<file path="src/rtl/lruc_pkg.sv">
// Package for the LRU cache with idle-age expiry: opcodes, widths, defaults
// and the controller/datapath command and status structs. No dependencies.
`default_nettype none
package lruc_pkg;

    localparam int unsigned DEPTH_DEFAULT = 16;
    localparam int unsigned KEY_WIDTH_DEFAULT = 64;
    localparam int unsigned VALUE_WIDTH_DEFAULT = 64;
    localparam int unsigned TIME_W = 32;
    localparam int unsigned COUNT_W = 5;
    localparam int unsigned CFG_W = 32;
    localparam int unsigned KEY_PORT_W = 64;
    localparam int unsigned VALUE_PORT_W = 64;

    localparam logic [TIME_W-1:0] TIMEOUT_RESET = 32'd60000;
    localparam logic [COUNT_W-1:0] LIMIT_RESET = 5'd16;

    typedef enum logic [1:0] {
        OP_LOOKUP = 2'd0,
        OP_INSERT = 2'd1,
        OP_TICK   = 2'd2,
        OP_STOP   = 2'd3
    } op_t;

    typedef enum logic [0:0] {
        REG_TIMEOUT = 1'b0,
        REG_LIMIT   = 1'b1
    } reg_idx_t;

    // Scan: find and sweep walk positions 0..occupancy-1; trim drops position 0.
    typedef enum logic [1:0] {
        SCAN_FIND  = 2'd0,
        SCAN_SWEEP = 2'd1,
        SCAN_TRIM  = 2'd2
    } scan_kind_t;

    typedef struct packed {
        logic       scan_start;   // begin a walk of kind kind
        scan_kind_t kind;
        logic       hit_move;     // move the found entry to the most recent end
        logic       ins_remove;   // drop the found entry (if any) and the oldest when full
        logic       ins_write;    // write new entry at the most recent end
        logic       tick;         // advance time and timer
        logic       stop;         // clear and close
        logic       finish;       // emit result
    } cmd_t;

    typedef struct packed {
        logic scan_done;
        logic found;
        logic sweep_due;
        logic over_limit;
        logic closed;
    } status_t;

endpackage
`default_nettype wire

</file>
<file path="src/rtl/lruc_ctrl.sv">
// Controller state machine of the LRU cache: sequences lookup, insert, tick
// and stop over the datapath. Depends on lruc_pkg.
`default_nettype none
module lruc_ctrl
    import lruc_pkg::*;
(
    input  wire logic    clk,
    input  wire logic    rst_n,
    input  wire logic    start,
    input  wire logic [1:0] opcode,
    input  var  status_t sts,
    output var  cmd_t    cmd,
    output wire logic    busy
);

    typedef enum logic [7:0] {
        S_IDLE   = 8'b0000_0001,
        S_FIND   = 8'b0000_0010,
        S_HIT    = 8'b0000_0100,
        S_INSRM  = 8'b0000_1000,
        S_INSWR  = 8'b0001_0000,
        S_TRIM   = 8'b0010_0000,
        S_SWEEP  = 8'b0100_0000,
        S_DONE   = 8'b1000_0000
    } state_t;

    state_t state_reg, state_next;
    logic   is_insert_reg, is_insert_next;

    always_ff @(posedge clk or negedge rst_n)
    begin
        if (!rst_n)
        begin
            state_reg     <= S_IDLE;
            is_insert_reg <= 1'b0;
        end
        else
        begin
            state_reg     <= state_next;
            is_insert_reg <= is_insert_next;
        end
    end

    assign busy = (state_reg != S_IDLE);

    always_comb
    begin
        state_next     = state_reg;
        is_insert_next = is_insert_reg;
        cmd            = '0;
        cmd.kind       = SCAN_FIND;
        unique case (state_reg)
            S_IDLE:
            begin
                if (start)
                begin
                    unique case (op_t'(opcode))
                        OP_LOOKUP, OP_INSERT:
                        begin
                            is_insert_next = (op_t'(opcode) == OP_INSERT);
                            if (sts.closed)
                                state_next = S_DONE;
                            else
                            begin
                                cmd.scan_start = 1'b1;
                                cmd.kind       = SCAN_FIND;
                                state_next     = S_FIND;
                            end
                        end
                        OP_TICK:
                        begin
                            cmd.tick   = 1'b1;
                            state_next = S_SWEEP;
                        end
                        OP_STOP:
                        begin
                            cmd.stop   = 1'b1;
                            state_next = S_DONE;
                        end
                        default: state_next = S_DONE;
                    endcase
                end
            end
            S_FIND:
            begin
                if (sts.scan_done)
                begin
                    if (is_insert_reg)
                        state_next = S_INSRM;
                    else if (sts.found)
                        state_next = S_HIT;
                    else
                        state_next = S_DONE;
                end
            end
            S_HIT:
            begin
                cmd.hit_move = 1'b1;
                state_next   = S_DONE;
            end
            S_INSRM:
            begin
                cmd.ins_remove = 1'b1;
                state_next     = S_INSWR;
            end
            S_INSWR:
            begin
                cmd.ins_write = 1'b1;
                state_next    = S_TRIM;
            end
            S_TRIM:
            begin
                // Drop the oldest entry each cycle while above the limit.
                cmd.kind = SCAN_TRIM;
                if (sts.over_limit)
                    cmd.scan_start = 1'b1;
                else
                    state_next = S_DONE;
            end
            S_SWEEP:
            begin
                // The tick was applied on entry; start the sweep if it fell due.
                cmd.kind = SCAN_SWEEP;
                if (sts.sweep_due)
                begin
                    cmd.scan_start = 1'b1;
                    state_next     = S_FIND;
                    is_insert_next = 1'b0;
                end
                else
                    state_next = S_DONE;
            end
            S_DONE:
            begin
                cmd.finish = 1'b1;
                state_next = S_IDLE;
            end
            default: state_next = S_IDLE;
        endcase
    end

endmodule
`default_nettype wire

</file>
<file path="config.mk">
export PLATFORM = sky130hd
export DESIGN_NAME = lruc_ctrl
export DESIGN_NICKNAME = d
export VERILOG_FILES = /design/src/rtl/lruc_pkg.sv /design/src/rtl/lruc_ctrl.sv
export SDC_FILE = /design/constraint.sdc
export NUM_CORES = 1
export LEC_CHECK = 0
export ABC_AREA = 1
export BUFFER_PORTS_ARGS = -buffer_cell sky130_fd_sc_hd__buf_2
export CELL_PAD_IN_SITES_DETAIL_PLACEMENT = 1
export CELL_PAD_IN_SITES_GLOBAL_PLACEMENT = 2
export CORE_MARGIN = 2
export CORE_UTILIZATION = 25
export CTS_CLUSTER_DIAMETER = 200
export DETAILED_ROUTE_END_ITERATION = 10
export PLACE_DENSITY_LB_ADDON = 0.15
export SYNTH_ARGS = -nofsm -noshare
export SYNTH_HDL_FRONTEND = slang
export SYNTH_SLANG_ARGS = --single-unit
</file>
<file path="constraint.sdc">
create_clock -name clk -period 1.5 [get_ports clk]
set_clock_uncertainty 0.1 [all_clocks]
set_input_delay 0.15 -clock clk [delete_from_list [all_inputs] [get_ports clk]]
set_output_delay 0.15 -clock clk [all_outputs]
set_load 0.005 [all_outputs]
</file>
Word level (Yosys, flattened, before mapping). Cells that the tools add are included.

Logic and storage cells: 51. Bits in registers: 9. Input bits: 10. Output and inout bits: 10.

Multiplexer cells: 27. Eq/ne operators: 17. Reduce and logical (&&, ||, !) cells: 5.

Operators with widths (count): 2-to-1 mux 8 bit (7); one-hot mux 8 bit (7 select lines) (1); one-hot mux 8 bit (3 select lines) (1); 2-to-1 mux 1 bit (11); 2-to-1 mux 3 bit (3); one-hot mux 3 bit (3 select lines) (1); equality test 8 x 1 -> 1 bit, second input constant (1); equality test 8 x 2 -> 1 bit, second input constant (1); equality test 8 x 3 -> 1 bit, second input constant (1); equality test 8 x 4 -> 1 bit, second input constant (1); equality test 8 x 5 -> 1 bit, second input constant (1); equality test 8 x 6 -> 1 bit, second input constant (1); equality test 8 x 7 -> 1 bit, second input constant (1); equality test 8 bit, second input constant (1); != test 2 bit, second input constant (4); != test 8 x 1 -> 1 bit, second input constant (1); equality test 2 bit, second input constant (2); 2-to-1 mux 2 bit (2); AND reduction 4 bit (1); AND reduction 3 bit (1); equality test 2 x 1 -> 1 bit, second input constant (1); logical NOT 2 bit (1); != test 2 x 1 -> 1 bit, second input constant (1); one-hot mux 1 bit (2 select lines) (1); other kinds (2) (2).

Depth between registers and ports, before layout.
Depth in word-level cells: 5. Mapped depth: 8. Gate-level depth less buffers: 8.

Worst setup path before layout. Ideal clock, no wire load.

Kind: register to output. From: register state_reg[0]. To: output port cmd[2] in the netlist's numbering. Stages on the path, launching flop included: 5. Slack: 0.162 ns. Path buffers: 0. Required time: 1.250 ns. Arrival time: 1.088 ns. Cells stage by stage: dfstp_2 -> nand2_2 -> nor2_4 -> nand2_4 -> nor4_1.

RTL lines: start, declared (line lruc_ctrl.sv:27) `state_t state_reg, state_next;`; start signal, assigned (line lruc_ctrl.sv:39) `state_reg <= state_next;`; end, declared (line lruc_ctrl.sv:12) `output var cmd_t cmd,`.

==> impl_metrics.csv <==
group,metric,value,unit
synth,synthesis.yosys.warnings,0,
min_path,min_path_type,"input port to flip-flop",
floorplan,number_of_top_level_design_ports,20,
setup_path,cp_num_buf_inv,1,
detailed_routing,ant_nets,0,
synth,yosysUniqueCellTypes,20,
timing,min_period_over_period,1.14,
global_route,met2_usage,0.284,
power,power.static_leakage,0.637,nW
global_route,grt_first_pass_wirelength,3750,um
timing,maxSlewHeadroom,0.829,
floorplan,floorplan.die_area,3370,um^2
setup_path,type_of_the_worst_setup_path,"flip-flop to primary output",
run,drv_cap,0,
placement,place.detailed.hpwl,1710,um
global_route,first_global_vias,779,
power,pwr-share-seq,0.206,
power,fin_total_pwr,0.00172,W
cts,tritoncts_buffers,3,
floorplan,core_region_area,2760,um^2
floorplan,num_rows,19,
timing,timing.final.crit_period,1.70,ns
power,switching_share,0.431,
global_route,maximum_number_of_pins_on_one_net_before_global_route_repair,10,
setup_path,crit_path_end_kind,"primary output",
setup_path,worst_path_max_delay_cell,"dfrtp_1",
power,net-switching-power,0.000740,W
synth,netlist_instances,97,
layout,final_util,0.430,
placement,buffer_ports.inserted,19,
power,power.combinational.fraction,0.678,
floorplan,die_x,58.1,um
synth,postSynthRegisterBits,9,
run_status,run_status,"complete, but fails checks",
cts,htreeDepth,1,
synth,synth_fp_nets,107,
power,intPower,0.000976,W
setup_path,worstPathCellList,"nor2_4 -> nand3_2 -> nor2_4 -> nand2_1 -> nand2_1 -> buf_2",
cts,cts_sinks,9,
detailed_routing,detailedRoute.firstPassIterationCount,2,
power,vdd.ir_drop.worst,0.735,mV
timing,timing_worst_slew_pin_value,0.254,ns
setup_path,critPathLaunchType,"flip-flop",
cts,clk_latency,0.27,ns
timing,slew_violations,0,
setup_path,critPathTopFamily,"simple AND/OR/NAND/NOR gates",
setup_path,max_stage_delay,0.41,ns
timing,max_freq,587,MHz
detailed_routing,vias_per_cell,4.42,
detailed_routing,routedWlPerCell,13.4,um
timing,rsz0062_at_grt,"yes",
cts,cts.path.max_buffers,2,
placement,gp_congestion,0.719,
power,p_clk_frac,0.116,
layout,num_antenna_cells,0,
setup_path,r2r.worst_path.cells,8,
layout,area_growth_syn_to_layout,62.3,%
floorplan,die_height,58.1,um
power,power_density,1450,nW/um^2
detailed_routing,post-route-drc-count,0,
synth,synth.yosys.seq_area_share,0.310,
setup_path,cp_num_cells,6,
timing,timing_hold_violations_final,0,
global_route,grt.met3_usage,0.0402,
setup_path,cp.required,1.25,ns
placement,dp_cells,149,
min_path,holdPathStages,2,
timing,final.setup.worst_slack,-0.204,ns
global_route,antenna_found_initial,0,
global_route,total_global_routing_overflow,0,
timing,number_of_failing_setup_endpoints_in_the_final_timing_report,13,
cts,tritoncts,"yes",
layout,fin_cells,175,
synth,synthesis.area_per_instance,7.53,um^2
global_route,global_route.peak_usage_layer,"met2",
run_status,violations_in_the_final_reports,"setup timing",
setup_path,crit_fanout,3,
detailed_routing,route.final.wire_length,2350,um
synth,synth_area,731,um^2
global_route,global_routing_usage_summed_across_all_routing_layers,0.153,
cts,clock_tree.root_cell,"clkbuf_4",
layout,largest_register_ffs,8,
setup_path,worst_ep_arrival_time,1.45,ns
detailed_routing,dr_total_vias,774,
cts,cts.clk_slew.worst_paths,0.07,ns
layout,num-nets-final,155,
global_route,grt_use_met1,0.175,
detailed_routing,drt_iter0_markers,12,
floorplan,floorplan.initialDensity,0.265,
layout,post_route_cells_drive_above_1_share,0.576,
==> routing by layer <==
metal	wire (um)	up-vias
met1	925	366
met3	64	2
li1	-	394
met5	0	-
met4	10	0
met2	1350	12
==> synthesized netlist by cell type (all sizes together) <==
library cell  instances  share of area
dfstp                 1          0.036
nor2b                 1         0.0086
a22oi                 1          0.017
o21ai                 1          0.012
nor4                  3          0.026
nand2                28           0.18
nor2                 22           0.18
inv                  17          0.094
nand3                10           0.11
nor3                  2          0.029
o21a                  1          0.010
nand3b                2          0.021
dfrtp                 8           0.27
==> kinds of logic after synthesis <==
kind of cell / synth area share
flops: 0.310
buf+inv: 0.0942
simple gates: 0.557
compound gates: 0.0394
==> worst reg2reg max path: cells and delay by family, from the launching register on <==
family        cells  cell delay [ns]
simple gates      6             0.72
buf+inv           2             0.23
flops             1             0.41
==> final timing paths <==
| kind | from | endpoint | slack, ns |
|---|---|---|---|
| max | state_reg[6] | cmd[8] | -0.20 |
| min | opcode[0] | state_reg[6] | 0.01 |
| max reg2reg | state_reg[6] | state_reg[7] | -0.08 |
| min reg2reg | is_insert_reg | is_insert_reg | 0.44 |
| max in group asynchronous | rst_n | state_reg[0] | 0.88 |
| min in group asynchronous | rst_n | state_reg[3] | 0.17 |
==> layout make-up <==
class,instances,area [um^2]
fillers,355,1570
multi-input cells,71,517
repair buffers,43,309
flip-flops and latches,9,226
inverters,17,68.8
well taps,31,38.8
clock buffers,4,26.3
==> cell usage in the layout (no fill, tap or decap), drive strengths merged <==
cell         instances
o21ai                1
dfrtp                8
nor2                22
o21a                 1
a22oi                1
clkbuf               4
nand3b               2
nor2b                1
inv                 17
nor4                 3
nand2               28
nand3               10
dlygate4sd3          1
dfstp                1
nor3                 2
buf                 42
==> power groups by stage <==
stage | sequential [W] | clock [W] | combinational [W]
final | 0.000354 | 0.000199 | 0.00116
after global routing | 0.000362 | 0.000215 | 0.00126
after CTS | 0.000355 | 0.000200 | 0.000904
after detailed placement | 0.000360 | 0 | 0.000649
after global placement | 0.000357 | 0 | 0.000640
after floorplan | 0.000349 | 0 | 0.000489
==> timing repair <==
action | 4_1_cts | 5_1_grt
setup endpoints to repair | 8 | 15
hold buffers | 1 | 0
buffers inserted | 11 | 10
hold endpoints to repair | 9 | 0
gates resized for setup | 11 | 14
pin swaps | 11 | 10
==> through the flow <==
stage	hold slack, ns	setup TNS, ns	instance area, um^2	worst slack, ns
6_report	0.0141	-1.44	1190	-0.204
2_1_floorplan	-0.246	0	731	0.162
3_5_place_dp	-0.0744	0	880	0.0286
4_1_cts	0.0113	-1.16	1050	-0.189
3_3_place_gp	-0.0737	0	880	0.0487
5_1_grt	0.0222	-2.46	1190	-0.268
Note: power is estimated with default switching activity, not from simulation.
