## src/rtl/lruc_pkg.sv

```systemverilog
// Package for the LRU cache with idle-age expiry: opcodes, widths, defaults
// and the controller/datapath command and status structs. No dependencies.
`default_nettype none
package lruc_pkg;

    localparam int unsigned DEPTH_DEFAULT = 16;
    localparam int unsigned KEY_WIDTH_DEFAULT = 64;
    localparam int unsigned VALUE_WIDTH_DEFAULT = 64;
    localparam int unsigned TIME_W = 32;
    localparam int unsigned COUNT_W = 5;
    localparam int unsigned CFG_W = 32;
    localparam int unsigned KEY_PORT_W = 64;
    localparam int unsigned VALUE_PORT_W = 64;

    localparam logic [TIME_W-1:0] TIMEOUT_RESET = 32'd60000;
    localparam logic [COUNT_W-1:0] LIMIT_RESET = 5'd16;

    typedef enum logic [1:0] {
        OP_LOOKUP = 2'd0,
        OP_INSERT = 2'd1,
        OP_TICK   = 2'd2,
        OP_STOP   = 2'd3
    } op_t;

    typedef enum logic [0:0] {
        REG_TIMEOUT = 1'b0,
        REG_LIMIT   = 1'b1
    } reg_idx_t;

    // Scan: find and sweep walk positions 0..occupancy-1; trim drops position 0.
    typedef enum logic [1:0] {
        SCAN_FIND  = 2'd0,
        SCAN_SWEEP = 2'd1,
        SCAN_TRIM  = 2'd2
    } scan_kind_t;

    typedef struct packed {
        logic       scan_start;   // begin a walk of kind kind
        scan_kind_t kind;
        logic       hit_move;     // move the found entry to the most recent end
        logic       ins_remove;   // drop the found entry (if any) and the oldest when full
        logic       ins_write;    // write new entry at the most recent end
        logic       tick;         // advance time and timer
        logic       stop;         // clear and close
        logic       finish;       // emit result
    } cmd_t;

    typedef struct packed {
        logic scan_done;
        logic found;
        logic sweep_due;
        logic over_limit;
        logic closed;
    } status_t;

endpackage
`default_nettype wire

```

## src/rtl/lruc_dp.sv

```systemverilog
// Datapath of the LRU cache: entry store, recency list, scan position,
// timers and result registers. Depends on lruc_pkg.
`default_nettype none
module lruc_dp
    import lruc_pkg::*;
#(
    parameter int unsigned DEPTH       = DEPTH_DEFAULT,
    parameter int unsigned KEY_WIDTH   = KEY_WIDTH_DEFAULT,
    parameter int unsigned VALUE_WIDTH = VALUE_WIDTH_DEFAULT
)
(
    input  wire logic                    clk,
    input  wire logic                    rst_n,
    input  wire logic                    start,
    input  wire logic                    busy,
    input  wire logic [KEY_PORT_W-1:0]   key,
    input  wire logic [VALUE_PORT_W-1:0] value_in,
    input  wire logic                    cfg_we,
    input  wire logic                    cfg_idx,
    input  wire logic                    cfg_valid_idx,
    input  wire logic [CFG_W-1:0]        cfg_data,
    input  var  cmd_t                    cmd,
    output var  status_t                 sts,
    output wire logic                    hit,
    output wire logic [VALUE_PORT_W-1:0] value_out,
    output wire logic [COUNT_W-1:0]      entry_count,
    output wire logic                    closed,
    output wire logic                    result_valid
);

    localparam int unsigned IDX_W = $clog2(DEPTH);
    localparam int unsigned OCC_W = $clog2(DEPTH + 1);

    // Per-slot store; order_reg holds slot numbers, position 0 least recent.
    logic [KEY_WIDTH-1:0]   keys_reg   [DEPTH];
    logic [VALUE_WIDTH-1:0] vals_reg   [DEPTH];
    logic [TIME_W-1:0]      last_reg   [DEPTH];
    logic [IDX_W-1:0]       order_reg  [DEPTH];

    logic [OCC_W-1:0]       occ_reg;
    logic [TIME_W-1:0]      now_reg;
    logic [TIME_W-1:0]      countdown_reg;
    logic [TIME_W-1:0]      timeout_reg;
    logic [COUNT_W-1:0]     limit_reg;
    logic                   closed_reg;

    logic [KEY_WIDTH-1:0]   key_reg;
    logic [VALUE_WIDTH-1:0] val_in_reg;

    logic                   scanning_reg;
    scan_kind_t             kind_reg;
    logic [OCC_W-1:0]       pos_reg;      // read position
    logic [OCC_W-1:0]       kept_reg;     // write position for sweep compaction
    logic                   found_reg;
    logic [IDX_W-1:0]       found_pos_reg;
    logic                   sweep_due_reg;

    logic                   hit_reg;
    logic [VALUE_WIDTH-1:0] vout_reg;
    logic                   rvalid_reg;

    logic [IDX_W-1:0]       cur_slot;
    logic                   scan_last;
    logic [TIME_W-1:0]      age;
    logic                   full_store;
    logic [OCC_W-1:0]       occ_after_rm;
    logic [DEPTH-1:0]       used;
    logic [IDX_W-1:0]       free_s;

    assign cur_slot  = order_reg[pos_reg[IDX_W-1:0]];
    assign scan_last = (pos_reg + OCC_W'(1) >= occ_reg);
    assign age       = now_reg - last_reg[cur_slot];

    // Occupancy after dropping a found entry, before making room.
    assign occ_after_rm = occ_reg - OCC_W'(found_reg);
    assign full_store   = (occ_after_rm >= OCC_W'(DEPTH));

    // Slot map of the live list; the free slot is the lowest unused.
    always_comb
    begin
        used = '0;
        for (int p = 0; p < DEPTH; p++)
        begin
            if (OCC_W'(p) < occ_reg)
                used[order_reg[p]] = 1'b1;
        end
        free_s = '0;
        for (int s = DEPTH - 1; s >= 0; s--)
        begin
            if (!used[s])
                free_s = IDX_W'(s);
        end
    end

    always_comb
    begin
        sts.scan_done  = scanning_reg ? 1'b0 : 1'b1;
        sts.found      = found_reg;
        sts.sweep_due  = sweep_due_reg;
        sts.over_limit = ({{(32-OCC_W){1'b0}}, occ_reg} > {27'd0, limit_reg});
        sts.closed     = closed_reg;
    end

    // Control state.
    always_ff @(posedge clk or negedge rst_n)
    begin
        if (!rst_n)
        begin
            occ_reg       <= '0;
            now_reg       <= '0;
            countdown_reg <= TIMEOUT_RESET;
            timeout_reg   <= TIMEOUT_RESET;
            limit_reg     <= LIMIT_RESET;
            closed_reg    <= 1'b0;
            scanning_reg  <= 1'b0;
            kind_reg      <= SCAN_FIND;
            pos_reg       <= '0;
            kept_reg      <= '0;
            found_reg     <= 1'b0;
            found_pos_reg <= '0;
            sweep_due_reg <= 1'b0;
            rvalid_reg    <= 1'b0;
            hit_reg       <= 1'b0;
        end
        else
        begin
            rvalid_reg <= cmd.finish;
            if (cfg_we && cfg_valid_idx)
            begin
                if (reg_idx_t'(cfg_idx) == REG_TIMEOUT)
                    timeout_reg <= cfg_data;
                else
                    limit_reg <= cfg_data[COUNT_W-1:0];
            end
            if (start && !busy)
                hit_reg <= 1'b0;

            if (cmd.scan_start)
            begin
                unique case (cmd.kind)
                    SCAN_TRIM:
                    begin
                        // Drop position 0: shift the list down by one.
                        for (int q = 0; q < DEPTH - 1; q++)
                            order_reg[q] <= order_reg[q + 1];
                        occ_reg <= occ_reg - OCC_W'(1);
                    end
                    SCAN_SWEEP, SCAN_FIND:
                    begin
                        found_reg <= 1'b0;
                        pos_reg   <= '0;
                        kept_reg  <= '0;
                        kind_reg  <= cmd.kind;
                        if (occ_reg != '0)
                            scanning_reg <= 1'b1;
                    end
                    default: ;
                endcase
            end
            else if (scanning_reg)
            begin
                if (kind_reg == SCAN_FIND)
                begin
                    if (keys_reg[cur_slot] == key_reg)
                    begin
                        found_reg     <= 1'b1;
                        found_pos_reg <= pos_reg[IDX_W-1:0];
                        scanning_reg  <= 1'b0;
                    end
                    else if (scan_last)
                        scanning_reg <= 1'b0;
                    pos_reg <= pos_reg + OCC_W'(1);
                end
                else
                begin
                    if (age <= timeout_reg)
                    begin
                        order_reg[kept_reg[IDX_W-1:0]] <= cur_slot;
                        kept_reg <= kept_reg + OCC_W'(1);
                    end
                    if (scan_last)
                    begin
                        scanning_reg <= 1'b0;
                        occ_reg <= kept_reg + OCC_W'(age <= timeout_reg);
                    end
                    pos_reg <= pos_reg + OCC_W'(1);
                end
            end

            if (cmd.hit_move)
            begin
                // Rotate the found entry to the end of the list.
                for (int q = 0; q < DEPTH; q++)
                begin
                    if (IDX_W'(q) >= found_pos_reg && OCC_W'(q) + OCC_W'(1) < occ_reg)
                        order_reg[q] <= order_reg[q + 1 < DEPTH ? q + 1 : q];
                end
                order_reg[occ_reg[IDX_W-1:0] - IDX_W'(1)] <=
                    order_reg[found_pos_reg];
                hit_reg <= 1'b1;
            end

            if (cmd.ins_remove)
            begin
                // Close the gap at the found position, or drop the oldest when full.
                for (int q = 0; q < DEPTH - 1; q++)
                begin
                    if (full_store || (found_reg && IDX_W'(q) >= found_pos_reg))
                        order_reg[q] <= order_reg[q + 1];
                end
                occ_reg <= occ_after_rm - OCC_W'(full_store);
            end

            if (cmd.ins_write)
            begin
                order_reg[occ_reg[IDX_W-1:0]] <= free_s;
                occ_reg <= occ_reg + OCC_W'(1);
            end

            if (cmd.tick)
            begin
                now_reg       <= now_reg + TIME_W'(1);
                sweep_due_reg <= !closed_reg && (countdown_reg == TIME_W'(1));
                if (!closed_reg && countdown_reg != '0)
                begin
                    if (countdown_reg == TIME_W'(1))
                        countdown_reg <= timeout_reg;
                    else
                        countdown_reg <= countdown_reg - TIME_W'(1);
                end
            end

            if (cmd.stop)
            begin
                occ_reg       <= '0;
                countdown_reg <= '0;
                closed_reg    <= 1'b1;
            end
        end
    end

    // Payload: captured words, store contents and read data.
    always_ff @(posedge clk)
    begin
        if (start && !busy)
        begin
            key_reg    <= key[KEY_WIDTH-1:0];
            val_in_reg <= value_in[VALUE_WIDTH-1:0];
        end
        if (cmd.hit_move)
        begin
            last_reg[order_reg[found_pos_reg]] <= now_reg;
            vout_reg <= vals_reg[order_reg[found_pos_reg]];
        end
        if (cmd.ins_write)
        begin
            keys_reg[free_s] <= key_reg;
            vals_reg[free_s] <= val_in_reg;
            last_reg[free_s] <= now_reg;
        end
    end

    // During a lookup walk the position never passes occupancy.
    logic [VALUE_PORT_W-1:0] vout_ext;
    assign vout_ext = {{(VALUE_PORT_W-VALUE_WIDTH){1'b0}}, vout_reg};

    assign hit          = hit_reg;
    assign value_out    = hit_reg ? vout_ext : '0;
    assign entry_count  = COUNT_W'(occ_reg);
    assign closed       = closed_reg;
    assign result_valid = rvalid_reg;

    a_occ_bound: assert property (@(posedge clk) disable iff (!rst_n)
        occ_reg <= OCC_W'(DEPTH))
        else $error("occupancy above depth");
    a_closed_empty: assert property (@(posedge clk) disable iff (!rst_n)
        closed_reg && !cmd.scan_start |=> occ_reg == '0)
        else $error("closed store holds entries");
    a_closed_sticky: assert property (@(posedge clk) disable iff (!rst_n)
        closed_reg |=> closed_reg)
        else $error("closed flag dropped");
    a_hit_open: assert property (@(posedge clk) disable iff (!rst_n)
        cmd.hit_move |-> !closed_reg && found_reg)
        else $error("hit without a found entry");

endmodule
`default_nettype wire

```

## config.mk

```make
export PLATFORM = sky130hd
export DESIGN_NAME = lruc_dp
export DESIGN_NICKNAME = d
export VERILOG_FILES = /design/src/rtl/lruc_pkg.sv /design/src/rtl/lruc_dp.sv
export SDC_FILE = /design/constraint.sdc
export NUM_CORES = 2
export LEC_CHECK = 0
export BUFFER_PORTS_ARGS = -buffer_cell sky130_fd_sc_hd__buf_2
export CORE_ASPECT_RATIO = 0.5
export CORE_MARGIN = 5
export CORE_UTILIZATION = 30
export CTS_CLUSTER_DIAMETER = 100
export DETAILED_ROUTE_END_ITERATION = 10
export SLEW_MARGIN = 20
export SYNTH_ARGS = -nofsm -noshare
export SYNTH_HDL_FRONTEND = slang
export SYNTH_SLANG_ARGS = --single-unit
```

## constraint.sdc

```tcl
create_clock -name clk -period 12.4 [get_ports clk]
set_input_delay 2.48 -clock clk [delete_from_list [all_inputs] [get_ports clk]]
set_output_delay 2.48 -clock clk [all_outputs]
set_load 0.03 [all_outputs]
```

== Word-level counts from Yosys, hierarchy flattened ==
Memory sizes are Yosys's and may differ from the RTL's. A register that Yosys moved wholly into a read port is not among the register bits.
Index checks and enable logic that the tools add are counted.

* Reduce and logical (&&, ||, !) cells: 127
* $lt $le $gt $ge: 69
* Multiplexer cells: 236
* $add $sub $neg: 11
* Eq/ne operators: 54
* Bitwise gates (word level): 182

{| class="wikitable"
|+ Operator list
! kind !! count
|-
| 2-to-1 mux 16 bit || 16
|-
| bitwise OR 16 bit || 15
|-
| 2-to-1 mux 4 bit || 46
|-
| equality test 4 bit, second input constant || 45
|-
| 2-to-1 mux 1 bit || 138
|-
| 2-to-1 mux 32 bit || 4
|-
| bitwise AND 1 bit || 90
|-
| logical AND 1 bit || 86
|-
| less-than comparator 4 x 5 -> 1 bit, second input constant || 16
|-
| 2-to-1 mux 5 bit || 15
|-
| demux 1 bit (select 4 bit) || 16
|-
| equality test 64 bit || 1
|-
| greater-or-equal comparator 4 x 1 -> 1 bit, second input constant || 16
|-
| 2-to-1 mux 64 bit || 1
|-
| inverter 1 bit || 47
|-
| less-than comparator 4 x 5 -> 1 bit, first input constant || 8
|-
| adder 32 x 1 -> 32 bit, second input constant || 1
|-
| equality test 32 x 1 -> 1 bit, second input constant || 1
|-
| greater-or-equal comparator 4 bit, first input constant || 8
|-
| <= comparator 32 bit || 1
|-
| nonzero test 32 bit || 1
|-
| subtractor 32 x 1 -> 32 bit, second input constant || 1
|-
| subtractor 32 bit || 1
|-
| bitwise OR 1 bit || 30
|-
| 29 further kinds || 75
|}

* Output and inout port bits: 77
* Bits in writable memories: 2624
* Memories kept: 4
* Input port bits: 176
* Bits in registers: 256

{| class="wikitable"
|+ Memory list
! name !! depth !! bits a word !! read ports !! clocked after memory_dff !! wr ports !! RTL line !! text
|-
| keys_reg || 16 || 64 || 1 || 0 || 1 || lruc_dp.sv:35 || <nowiki>logic [KEY_WIDTH-1:0] keys_reg [DEPTH];</nowiki>
|-
| vals_reg || 16 || 64 || 1 || 1 || 1 || lruc_dp.sv:36 || <nowiki>logic [VALUE_WIDTH-1:0] vals_reg [DEPTH];</nowiki>
|-
| last_reg || 16 || 32 || 1 || 0 || 2 || lruc_dp.sv:37 || <nowiki>logic [TIME_W-1:0] last_reg [DEPTH];</nowiki>
|-
| order_reg || 16 || 4 || 18 || 0 || 19 || lruc_dp.sv:38 || <nowiki>logic [IDX_W-1:0] order_reg [DEPTH];</nowiki>
|}

== Depth between registers and ports, before layout ==
* Word-level depth: 51
* Gate-level depth with buffers: 52
* Gate-level depth less buffers: 42

== Worst setup path before layout ==
Ideal clock, no wire load.

* Path type: register to register
* Start: register occ_reg[1], in the netlist entry_count[1]
* End: memory keys_reg[8][0] (netlist bit) (enable)
* Buffers on the path: 3
* Setup time: 0.617 ns
* Path slack: 2.778 ns
* Data arrival time: 9.005 ns
* Data required time: 11.783 ns
* Cell stages (with the launch flop): 15
* Clock period less this slack: 9.622 ns
* Path through: dfrtp_1 -> clkbuf_1 -> buf_1 -> inv_1 -> ha_1 -> o21a_1 -> nor3_1 -> a22oi_1 -> nand3_1 -> nor2_1 -> nor4_1 -> nand3_1 -> or2_2 -> clkbuf_1 -> nor2_1

* Longest elaborated chain between the ends: 48

{| class="wikitable"
|+ Ends and longest elaborated chain
! element !! RTL line !! text
|-
| start, declared || lruc_dp.sv:40 || <nowiki>logic [OCC_W-1:0] occ_reg;</nowiki>
|-
| start signal, assigned || lruc_dp.sv:146 || <nowiki>occ_reg <= occ_reg - OCC_W'(1);</nowiki>
|-
| start signal, assigned || lruc_dp.sv:184 || <nowiki>occ_reg <= kept_reg + OCC_W'(age <= timeout_reg);</nowiki>
|-
| start signal, assigned || lruc_dp.sv:211 || <nowiki>occ_reg <= occ_after_rm - OCC_W'(full_store);</nowiki>
|-
| less-than comparator 1 x 5 -> 1 bit || lruc_dp.sv:84 || <nowiki>if (OCC_W'(p) < occ_reg)</nowiki>
|-
| 2-to-1 mux 16 bit || lruc_dp.sv:84 ||
|-
| bitwise OR 16 bit (no line) || -- ||
|-
| 2-to-1 mux 16 bit || lruc_dp.sv:84 ||
|-
| bitwise OR 16 bit (no line) || -- ||
|-
| 2-to-1 mux 16 bit || lruc_dp.sv:84 ||
|-
| bitwise OR 16 bit (no line) || -- ||
|-
| 2-to-1 mux 16 bit || lruc_dp.sv:84 ||
|-
| [18 not listed] || -- ||
|-
| bitwise OR 16 bit (no line) || -- ||
|-
| 2-to-1 mux 16 bit || lruc_dp.sv:84 ||
|-
| bitwise OR 16 bit (no line) || -- ||
|-
| 2-to-1 mux 16 bit || lruc_dp.sv:84 ||
|-
| bitwise OR 16 bit (no line) || -- ||
|-
| 2-to-1 mux 16 bit * || lruc_dp.sv:84 ||
|-
| 2-to-1 mux 4 bit (15 in a row) || lruc_dp.sv:90 || <nowiki>if (!used[s])</nowiki>
|-
| 2-to-1 mux 4 bit * || lruc_dp.sv:90 ||
|-
| end, declared || lruc_dp.sv:35 ||
|}

Every way passes the cells marked *; elsewhere a longest branch is shown, timed or not.

==> summary by stage <==
Setup path
Along the worst path, the maximum fanout reaches 69. The family of cells with the greatest summed delay on the critical path is compound AO/OA/AOI/OAI gates. For the worst setup path, the data arrival time is 11250 ps. The kind of capture point of the worst setup path is a flip-flop. Across all register-to-register paths, the minimum setup slack is 1700 ps.

The standard cell with the maximum stage delay on the critical path is sky130_fd_sc_hd__dfrtp_1. The longest individual stage delay on the worst path is 1040 ps. The data required time of the worst path is 12950 ps. The buffer and inverter count on the worst path is 1. The critical setup path kind is flip-flop to flip-flop. The sort of element at the start of the critical path is a flip-flop.

By instance count, the cell type seen most on the critical path is sky130_fd_sc_hd__o21ai_0.

Yosys
The adder-cell area share of the yosys netlist is 0.00955. The portion of synthesized cell area occupied by the leading cell type is 0.675. The combinational family with the most area after synthesis is simple AND/OR/NAND/NOR gates. The area of the mapped netlist is 0.125 mm².

The synthesized design contains between 2000 and 3000 enable-type register cells. The multiplexer area fraction after synthesis is 0.0747. In this run, distinct cell masters in the synthesized netlist total between 100 and 150. The xor/xnor share of the synthesized area is 0.00993. The portion of the post-synthesis area used by sequential elements is 0.701. By area the synthesized netlist is led by sky130_fd_sc_hd__edfxtp_1 (68%), sky130_fd_sc_hd__mux4_2 (5.8%), sky130_fd_sc_hd__nand2_1 (4.0%). Of the total synthesized cell area, the portion taken by AND, OR, NAND and NOR gates is 0.103.

For this run, the number of Yosys warnings is 0. The instance count of the mapped netlist is 8547. The largest area contributor in the netlist is sky130_fd_sc_hd__edfxtp_1. The compound-gate portion of the synthesized area is 0.0794. The number of storage elements in the synthesis netlist is approximately 2900. The proportion of register bits with asynchronous set or reset after synthesis is 0.0435. The number of nets in the synthesized netlist is ~9000. The most used flip-flop cell after synthesis is sky130_fd_sc_hd__edfxtp_1. The synthesized area per cell is about 15 µm².

Clock tree
The deepest level of the CTS H-tree is 5. The clock latency on the worst-skew pair is 930 ps. The number of buffers between clock root and the deepest sink is 4. The root buffer cell chosen for the clock tree is sky130_fd_sc_hd__clkbuf_16.

The register clock-pin slew on the reported worst setup and hold paths is 70 ps. The number of setup buffers added after CTS is 0. The number of gates resized after cts is 0. The clock sink count is 2944. The CTS tree is yes. The number of hold buffers added after CTS was 0. The total CTS buffers is 291.

Power and ir drop
The part of the total power dissipated in combinational logic is 0.329. The part of the power in registers is 0.385. The switching portion of total power is 0.361.

The static power due to leakage is 47.5 nW. The switching power is around 11 mW. The internal cell power is between 15 and 20 mW. In this run the power density over the cells is 215 mW/mm².

Summing internal, switching and leakage power gives 30.6 mW. IR analysis of the VDD net gives a maximum drop of between 400 and 500 µV. The share of total power dissipated in the clock network is 0.286.

Drt
Using the TritonRoute via totals, the vias-per-cell ratio works out to between 5 and 6. After detailed routing, the average wire length per cell comes to 26.2 µm. The routed wire length is 380000 µm. The via count of the routed design is 78400. The detailed router finished its first iteration with 9072 violations. In the routed design, unresolved DRC markers number 0. The first TritonRoute pass finished after 7 iterations. In this run the remaining antenna-violating nets after routing total 0.

Global routing
The initial antenna violation count is 33. The number of global-route vias before repair is 75900. Entering global routing, the biggest net connects roughly 140 pins. In the global route stage, overall resource usage came out at 0.170. The first global-routing pass estimated 546000 µm of wire.

The final global-route overflow total is 0.

Timing
The total negative setup slack is 0 ps. The final setup violation count is 0. The final clock skew is 97.6 ps. Static timing analysis puts the maximum clock frequency at between 90 and 100 MHz. The count of final max-slew check failures is 0. The final period utilization is 0.863. The number of hold violations in the final report was 0. The relative slew slack is 0.191. Setup repair after global routing left no endpoint under its margin. The final critical delay including setup and external delays is between 10000 and 15000 ps. The slew at the pin closest to its max-slew limit is 1200 ps.

Final layout
Excluding fillers, the count of instances in the completed layout stands at 14500. Leaving out fill and tap cells, the most frequent cell in the layout is sky130_fd_sc_hd__edfxtp_1. Of the cells placed in the final design, the portion with a size suffix greater than 1 is 0.150. After filler insertion, the fill cell instance count of the layout stands at 39800. Once layout is complete, the utilization of the core stands at 0.343. In the layout the commonest cells are sky130_fd_sc_hd__edfxtp_1 (2816), sky130_fd_sc_hd__nand2_1 (1325), sky130_fd_sc_hd__nand3_1 (553), sky130_fd_sc_hd__mux4_2 (318), sky130_fd_sc_hd__clkbuf_16 (296). Relative to the synthesized area, the layout overhead comes to 13.8%. For this run, the post-layout net count is 8998.

Run status
The run finished with clean final reports.

Floorplanning
During I/O placement, the number of pins put on the boundary was 253. The vertical die dimension is 467 µm. Row generation in the floorplan step produced approximately 170 rows.

The total area inside the core boundary comes to 0.415 mm². The die width is ~920 µm. The die covers 0.431 mm². For this configuration, the core starts out at a cell density of 0.302.

Placement
Routability-driven placement finished with a final weighted congestion of 0.948. Once detailed placement completed, the half-perimeter wirelength came to 212000 µm. The placed cell count is approximately 14000.

The count of buffers inserted at the top-level ports is around 250.

Hold path
The path class of the tightest hold or removal check is flip-flop to flip-flop.

Run
The count of max-cap constraint violations is 0.
==> cells by family after synthesis <==
group | after synthesis
multiplexers | 519
adder cells (fa/ha/maj) | 95
XOR/XNOR | 142
buffers and inverters | 651
flip-flops | 2944
AND/OR/NAND/NOR | 2788
AO/OA/AOI/OAI | 1408
==> layout make-up <==
class                      count  area [µm²]  area share
multi-input combinational   4952       35200       0.247
clock inverter               153        1510      0.0106
antenna                       13        32.5    0.000228
inverter                     110         418     0.00293
tap                         5577        6980      0.0490
clock buffer                 356        7660      0.0538
timing repair buffer         428        2920      0.0205
sequential                  2944       87800       0.616
==> through the flow <==
stage | hold WS, ps | worst slack [ps] | area, µm²
6_report | 489 | 1700 | 142000
5_1_grt | 501 | 989 | 142000
4_1_cts | 494 | 1790 | 142000
3_5_place_dp | 482 | 1870 | 133000
3_3_place_gp | 472 | 2110 | 133000
2_1_floorplan | 462 | 2780 | 125000
==> cells in the mapped netlist, types with 30 or more instances <==
master	count
sky130_fd_sc_hd__a21o_1	34
sky130_fd_sc_hd__clkbuf_1	328
sky130_fd_sc_hd__mux4_2	321
sky130_fd_sc_hd__and2_1	147
sky130_fd_sc_hd__xor2_1	47
sky130_fd_sc_hd__nand4_1	50
sky130_fd_sc_hd__nand2b_1	52
sky130_fd_sc_hd__and3_1	159
sky130_fd_sc_hd__a211oi_1	233
sky130_fd_sc_hd__a311oi_1	49
sky130_fd_sc_hd__o22ai_1	79
sky130_fd_sc_hd__mux2i_1	134
sky130_fd_sc_hd__a22oi_1	55
sky130_fd_sc_hd__edfxtp_1	2816
sky130_fd_sc_hd__buf_2	81
sky130_fd_sc_hd__xnor2_1	95
sky130_fd_sc_hd__ha_1	94
sky130_fd_sc_hd__nor2_1	239
sky130_fd_sc_hd__a31oi_1	155
sky130_fd_sc_hd__o221ai_1	33
sky130_fd_sc_hd__nor3_1	83
sky130_fd_sc_hd__nand2_1	1326
sky130_fd_sc_hd__o21ai_0	224
sky130_fd_sc_hd__o211ai_1	53
sky130_fd_sc_hd__nor2b_1	30
sky130_fd_sc_hd__inv_1	107
sky130_fd_sc_hd__nand3_1	553
sky130_fd_sc_hd__a21oi_1	157
sky130_fd_sc_hd__nor4_1	33
sky130_fd_sc_hd__buf_1	80
sky130_fd_sc_hd__mux2_2	59
sky130_fd_sc_hd__dfrtp_1	113
sky130_fd_sc_hd__a221oi_1	40
==> layer usage <==
metal  up-vias  routed length (µm)  GRT usage
met3       824               28300     0.0253
met4         2               17400     0.0694
met2      3603              178000      0.274
met1     40300              156000      0.230
li1      33600                   -          -
met5         -                  13          0
==> worst paths after layout <==
kind | startpoint | endpoint | depth (start not counted)
max in group asynchronous | rst_n | now_reg[29] | 3
min reg2reg | entry_count[0] | entry_count[0] | 1
max | pos_reg[0] | order_reg[10][2] | 30
min | entry_count[0] | entry_count[0] | 1
max reg2reg | pos_reg[0] | order_reg[10][2] | 30
min in group asynchronous | rst_n | kept_reg[4] | 1
==> power by group through the flow <==
stage | sequential [mW] | clock, mW | combinational [mW]
floorplan | 11.8 | 0 | 6.75
global placement | 12.0 | 0 | 9.91
detailed placement | 12.0 | 0 | 9.96
CTS | 11.8 | 8.89 | 10.0
global route | 11.8 | 9.31 | 10.8
finish | 11.8 | 8.73 | 10.1
No activity file was read; power rests on OpenSTA's default activity.
